`config.mk`:
```
export PLATFORM = sky130hd
export DESIGN_NAME = jsu_queue
export DESIGN_NICKNAME = d
export VERILOG_FILES = /design/src/jsu_pkg.sv /design/src/jsu_queue.sv
export SDC_FILE = /design/constraint.sdc
export NUM_CORES = 1
export LEC_CHECK = 0
export ABC_CLOCK_PERIOD_IN_PS = 2900
export BUFFER_PORTS_ARGS = -buffer_cell sky130_fd_sc_hd__buf_2
export CAP_MARGIN = 40
export CORE_MARGIN = 5
export CORE_UTILIZATION = 38
export CTS_CLUSTER_SIZE = 10
export DETAILED_ROUTE_END_ITERATION = 10
export SYNTH_ARGS = -nofsm -noshare
export SYNTH_HDL_FRONTEND = slang
export SYNTH_SLANG_ARGS = --single-unit
```
`constraint.sdc`:
```
create_clock -name clk -period 2.9 [get_ports clk]
set_clock_uncertainty 0.1 [all_clocks]
set_input_delay 0.145 -clock clk [delete_from_list [all_inputs] [get_ports clk]]
set_output_delay 0.145 -clock clk [all_outputs]
set_load 0.005 [all_outputs]
```
`src/jsu_pkg.sv`:
```
// shared types, constants and decode functions for the json string unescaper
package jsu_pkg;

  localparam int unsigned DEF_QUEUE_DEPTH = 2;

  localparam logic [7:0] CH_NUL    = 8'h00;
  localparam logic [7:0] CH_QUOTE  = 8'h22;
  localparam logic [7:0] CH_SLASH  = 8'h2F;
  localparam logic [7:0] CH_BSLASH = 8'h5C;
  localparam logic [7:0] CH_B      = 8'h62;
  localparam logic [7:0] CH_F      = 8'h66;
  localparam logic [7:0] CH_N      = 8'h6E;
  localparam logic [7:0] CH_R      = 8'h72;
  localparam logic [7:0] CH_T      = 8'h74;
  localparam logic [7:0] CH_U      = 8'h75;

  localparam logic [7:0] BS_BYTE  = 8'h08;
  localparam logic [7:0] FF_BYTE  = 8'h0C;
  localparam logic [7:0] LF_BYTE  = 8'h0A;
  localparam logic [7:0] CR_BYTE  = 8'h0D;
  localparam logic [7:0] TAB_BYTE = 8'h09;

  localparam logic [15:0] CP_1B_MAX = 16'h007F;
  localparam logic [15:0] CP_2B_MAX = 16'h07FF;
  localparam logic [7:0]  LEAD_2B   = 8'hC0;
  localparam logic [7:0]  LEAD_3B   = 8'hE0;
  localparam logic [7:0]  CONT_BYTE = 8'h80;

  typedef enum logic [1:0] {
    MODE_IDLE,
    MODE_TEXT,
    MODE_ESC,
    MODE_HEX
  } mode_t;

  typedef enum logic [1:0] {
    ST_DATA = 2'd0,
    ST_DONE = 2'd1,
    ST_ERR  = 2'd2
  } status_t;

  typedef struct packed {
    logic [7:0] data_byte;
    logic       first;
  } raw_item_t;

  typedef struct packed {
    logic [7:0] out_byte;
    logic [1:0] status;
    logic       last_of_run;
  } dec_item_t;

  // bytes produced by one input byte, count is 1 to 3
  typedef struct packed {
    logic [2:0][7:0] bytes;
    logic [1:0]      count;
    status_t         status;
  } run_t;

  typedef struct packed {
    logic full;
    logic empty;
  } queue_stat_t;

  // {valid, nibble}
  function automatic logic [4:0] hex_digit(input logic [7:0] c);
    logic [4:0] r;
    r = 5'd0;
    if (c >= 8'h30 && c <= 8'h39) begin
      r = {1'b1, c[3:0]};
    end else if ((c >= 8'h41 && c <= 8'h46) || (c >= 8'h61 && c <= 8'h66)) begin
      r = {1'b1, c[3:0] + 4'd9};
    end
    return r;
  endfunction

  // {valid, byte}
  function automatic logic [8:0] escape_byte(input logic [7:0] c);
    logic [8:0] r;
    unique case (c)
      CH_QUOTE:  r = {1'b1, CH_QUOTE};
      CH_BSLASH: r = {1'b1, CH_BSLASH};
      CH_SLASH:  r = {1'b1, CH_SLASH};
      CH_B:      r = {1'b1, BS_BYTE};
      CH_F:      r = {1'b1, FF_BYTE};
      CH_N:      r = {1'b1, LF_BYTE};
      CH_R:      r = {1'b1, CR_BYTE};
      CH_T:      r = {1'b1, TAB_BYTE};
      default:   r = 9'd0;
    endcase
    return r;
  endfunction

endpackage

```
`src/jsu_queue.sv`:
```
// short queue of output runs between the front and back ends
module jsu_queue #(
  parameter int unsigned DEPTH = jsu_pkg::DEF_QUEUE_DEPTH
) (
  input  logic                 clk,
  input  logic                 rst,
  input  logic                 push,
  input  jsu_pkg::run_t        wr_run,
  input  logic                 pop,
  output jsu_pkg::run_t        head,
  output jsu_pkg::queue_stat_t stat
);
  import jsu_pkg::*;

  localparam int unsigned PW = (DEPTH > 1) ? $clog2(DEPTH) : 1;
  localparam int unsigned CW = $clog2(DEPTH + 1);

  run_t          slots [DEPTH];
  logic [PW-1:0] wr_ptr, rd_ptr;
  logic [CW-1:0] fill;

  assign head       = slots[rd_ptr];
  assign stat.full  = fill == CW'(DEPTH);
  assign stat.empty = fill == '0;

  always_ff @(posedge clk) begin
    if (push) begin
      slots[wr_ptr] <= wr_run;
    end
  end

  always_ff @(posedge clk) begin
    if (rst) begin
      wr_ptr <= '0;
      rd_ptr <= '0;
      fill   <= '0;
    end else begin
      if (push) begin
        wr_ptr <= (wr_ptr == PW'(DEPTH - 1)) ? '0 : wr_ptr + PW'(1);
      end
      if (pop) begin
        rd_ptr <= (rd_ptr == PW'(DEPTH - 1)) ? '0 : rd_ptr + PW'(1);
      end
      unique case ({push, pop})
        2'b10:   fill <= fill + CW'(1);
        2'b01:   fill <= fill - CW'(1);
        default: fill <= fill;
      endcase
    end
  end

`ifndef SYNTHESIS
  a_no_overflow: assert property (@(posedge clk) disable iff (rst)
    push |-> !stat.full)
    else $error("push into full queue");

  a_no_underflow: assert property (@(posedge clk) disable iff (rst)
    pop |-> !stat.empty)
    else $error("pop from empty queue");

  a_fill_bound: assert property (@(posedge clk) disable iff (rst)
    fill <= CW'(DEPTH))
    else $error("queue fill beyond depth");
`endif

endmodule

```
Word level (Yosys, flattened, before mapping):

Memory sizes are Yosys's and may differ from the RTL's. A register that Yosys moved wholly into a read port is not among the register bits.
Index checks and enable logic that the tools add are counted.

* register bits: 4
* memory bits (writable): 56
* input bits: 32
* output and inout bits: 30
* word-level logic and storage cells: 20
* memories: 1

Memories
* slots: words 2, width 28, rd ports 1, clocked after Yosys merged registers in 1, write ports 1, line jsu_queue.sv:18 `run_t slots [DEPTH];`

* add/sub/neg operators: 4
* equality and inequality tests: 3
* multiplexer cells: 7
* reduce and logical (&&, ||, !) cells: 2

Operator list (number)
* 1-bit 2-to-1 mux: 6
* 2-bit == test, second input constant: 2
* 2-bit one-hot mux with 2 select lines: 1
* 1-bit adder, second input constant: 2
* 2-bit by 1-bit adder with 2-bit output, second input constant: 1
* 2-bit by 1-bit == test with 1-bit output, second input constant: 1
* 2-bit zero test: 1
* 2-bit nonzero test: 1
* 2-bit by 1-bit subtractor with 2-bit output, second input constant: 1

Depth between registers and ports, before layout:

* word-level depth: 4
* mapped depth: 5

Least setup slack after synthesis:

Ideal clock, no wire load.

* path kind: reg-to-reg
* start point: reg wr_ptr
* end point: mem slots[0][0] (netlist bit) (enable)
* setup time: 0.413 ns
* data arrival time: 1.520 ns
* path slack: 0.867 ns
* cell stages (with the launch flop): 2
* clock period less this slack: 2.033 ns
* cell sequence: dfxtp_1 > nor2_1

RTL lines
* from (decl): line jsu_queue.sv:19 `logic [PW-1:0] wr_ptr, rd_ptr;`
* from (signal assigned): line jsu_queue.sv:39 `wr_ptr <= (wr_ptr == PW'(DEPTH - 1)) ? '0 : wr_ptr + PW'(1);`
* to (decl): line jsu_queue.sv:18

No word-level cell before the write port.

==> results.py <==
metrics = {
    "synthesis": {
        "synth_nets": 142,
        "yosys-top-cells-area": "edfxtp_1, mux2_2, dfxtp_1",
        "synth_ff_type": "edfxtp_1",
        "yosysMostFrequentCell": "edfxtp_1",
        "synth_edf_count": 56,
        "netlist.area_leader.share_pct": 75.8,
        "ys_warn_count": 0,
        "syn_area_um2": 2220,
        "synthArstFlopShare_pct": 0,
        "yosysUniqueCellTypes": 15,
        "synth_seq_cells": 61,
        "yosysSeqAreaShare_pct": 80.3,
        "yosysTopAreaCell": "edfxtp_1",
        "synthCells": 109,
        "netlist_top_cells_count": "edfxtp_1, mux2_2, nor2_1",
        "synth.avg_cell_area_um2": 20.4,
    },
    "worst_setup_path": {
        "critPathBufInv": 2,
        "cp_slowest_cell": "dfxtp_1",
        "cp-end-kind": "output port",
        "cp_data_required_time_ns": 2.65,
        "worstPathMaxFanout": 18,
        "crit_chain": "buf_4 -> mux2_2 -> buf_2",
        "arrival_ns": 1.79,
        "critPathMaxStageDelay_ns": 0.61,
        "start_kind": "flop",
        "criticalPathCategory": "reg -> out",
        "path_delay_family": "flip-flops",
    },
    "detailed_routing": {
        "wirelength_um": 4250,
        "drc": 0,
        "firstDrtPassIters": 4,
        "drtAntennaViolNets": 0,
        "avgViaCountPerCell": 4.43,
        "wire_per_inst_um": 14.8,
        "vias": 1276,
        "drtIter0Drc": 25,
    },
    "cts": {
        "cts_resized": 0,
        "cts_buffers": 9,
        "clock_sinks": 61,
        "cts.htree.levels": 3,
        "path_clk_slew_ns": 0.06,
        "tritoncts": "yes",
        "clockBufferDepth": 2,
        "clkLatencyLatePin_ns": 0.31,
        "clock-root-buffer": "clkbuf_8",
    },
    "placement": {
        "post_dp_cell_area_um2": 2620,
        "port_buffers": 61,
        "gp_congestion": 0.729,
        "hpwlAfterDp_um": 2840,
    },
    "layout": {
        "regArea_um2": 1780,
        "fin_nets": 244,
        "fillCellCount": 476,
        "multi_input_area_um2": 419,
        "finalInstanceArea_um2": 3130,
        "diodes": 0,
        "syn_to_final_growth_pct": 40.9,
        "drive_gt1_share_pct": 49.5,
    },
    "floorplanning": {
        "ioPinCount": 62,
        "rows": 27,
        "core_um2": 5610,
        "die_x_um": 86.4,
        "die-area_um2": 7470,
        "die_h_um": 86.4,
        "start_util_pct": 39.6,
    },
    "timing": {
        "fmax_mhz": 492,
        "timing_hold_violations_final": 0,
        "rsz0062_at_grt": "no",
        "worst_slew_pin_slew_ns": 0.460,
        "timing.setup.tns_ns": 0,
        "slew_viol_final": 0,
        "slew_headroom_pct": 69.3,
        "setup_viol": 0,
        "fin_crit_sh_pct": 70.1,
        "min_period_ns": 2.03,
    },
    "global_routing": {
        "track_usage_pct": 12.1,
        "overflow": 0,
        "antenna_found_initial": 0,
        "grt_max_degree": 29,
        "grt_pass1_vias": 1433,
        "grt_pass1_wl_um": 6690,
    },
    "power": {
        "total_power_uw": 2040,
        "power_leakage_uw": 0.00120,
        "power_per_cell_area_nw_per_um2": 653,
        "worst_ir_drop_vdd_mv": 0.483,
    },
    "worst_hold_path": {
        "hp-class": "in -> reg",
    },
    "outcome": {
        "status": "finished clean",
    },
    "run": {
        "cap_violations": 0,
    },
}
-- through the flow --
stage	hold WS (ns)	std cells	utilization, %	setup slack [ns]
detailed placement	0.240	242	46.8	1.18
global placement	0.233	242	46.8	1.22
finish	0.0171	288	55.8	0.868
CTS	0.00406	288	55.8	0.805
floorplan	0.114	109	-	0.867
global route	0.0176	288	55.8	0.749
-- layer usage --
metal / vias to the layer above / track usage (%) / routed length (um)
li1: 625 / - / -
met1: 600 / 12.3 / 1670
met2: 46 / 21.6 / 2200
met3: 5 / 5.42 / 345
met4: 0 / 5.10 / 34
met5: - / 0 / 0
-- report_power, final --
| group | total [uW] | switching (uW) | internal, uW |
|---|---|---|---|
| Clock | 772 | 297 | 475 |
| Sequential | 1050 | 22.0 | 1020 |
| Combinational | 226 | 95.8 | 130 |
| Total | 2040 | 414 | 1630 |
-- cell families (layout without fill, tap and decap cells) --
group | Yosys count | after routing | synth area share (%)
adder cells (fa/ha/maj) | 1 | 1 | 0.564
XOR/XNOR | 4 | 4 | 1.58
AND/OR/NAND/NOR | 9 | 9 | 1.97
multiplexers | 28 | 28 | 14.2
AO/OA/AOI/OAI | 2 | 2 | 0.451
flip-flops | 61 | 61 | 80.3
buffers and inverters | 4 | 111 | 0.958
-- sequential cells by signal, indices dropped and copies added (netlist names), named ones only --
name and count:
rd_ptr 1, fill 2, slots 56, wr_ptr 1
-- final timing paths --
| path | start | end | slack [ns] | cells after the start |
|---|---|---|---|---|
| worst max-delay path | flop | head[7] | 0.87 | 3 |
| worst max register to register | wr_ptr | slots[1][4] | 1.58 | 2 |
| worst min register to register | fill[1] | fill[1] | 0.43 | 2 |
| worst min-delay path | pop | rd_ptr | 0.02 | 3 |
-- timing repair --
item	4_1_cts	5_1_grt
hold endpoints to repair	61	0
hold buffers	30	0
buffers inserted	0	0
-- worst register-to-register path, stage by stage (launching register included) --
cell and delay [ns]:
dfxtp_1 0.38, and2_1 0.15, buf_4 0.35
-- layout make-up --
class / instances / area share (%)
inverters: 1 / 0.120
clock inverters: 6 / 2.48
well taps: 72 / 2.88
repair buffers: 94 / 20.1
multi-input cells: 44 / 13.4
flip-flops and latches: 61 / 57.0
clock buffers: 10 / 4.08
-- cells in the final DEF, fill, tap and decap left out --
cell type,n
bufinv_16,2
nor2_1,5
clkinv_2,2
xnor2_1,3
buf_2,61
inv_1,1
dfxtp_1,5
dlygate4sd3_1,30
o21ai_0,1
and2_1,1
clkbuf_1,1
clkinv_1,2
a21oi_1,1
clkbuf_8,9
xor2_1,1
edfxtp_1,56
or3_1,1
nor2_2,1
mux2_2,28
and2b_2,1
buf_4,3
ha_1,1
Power figures use the tool's default switching activity.
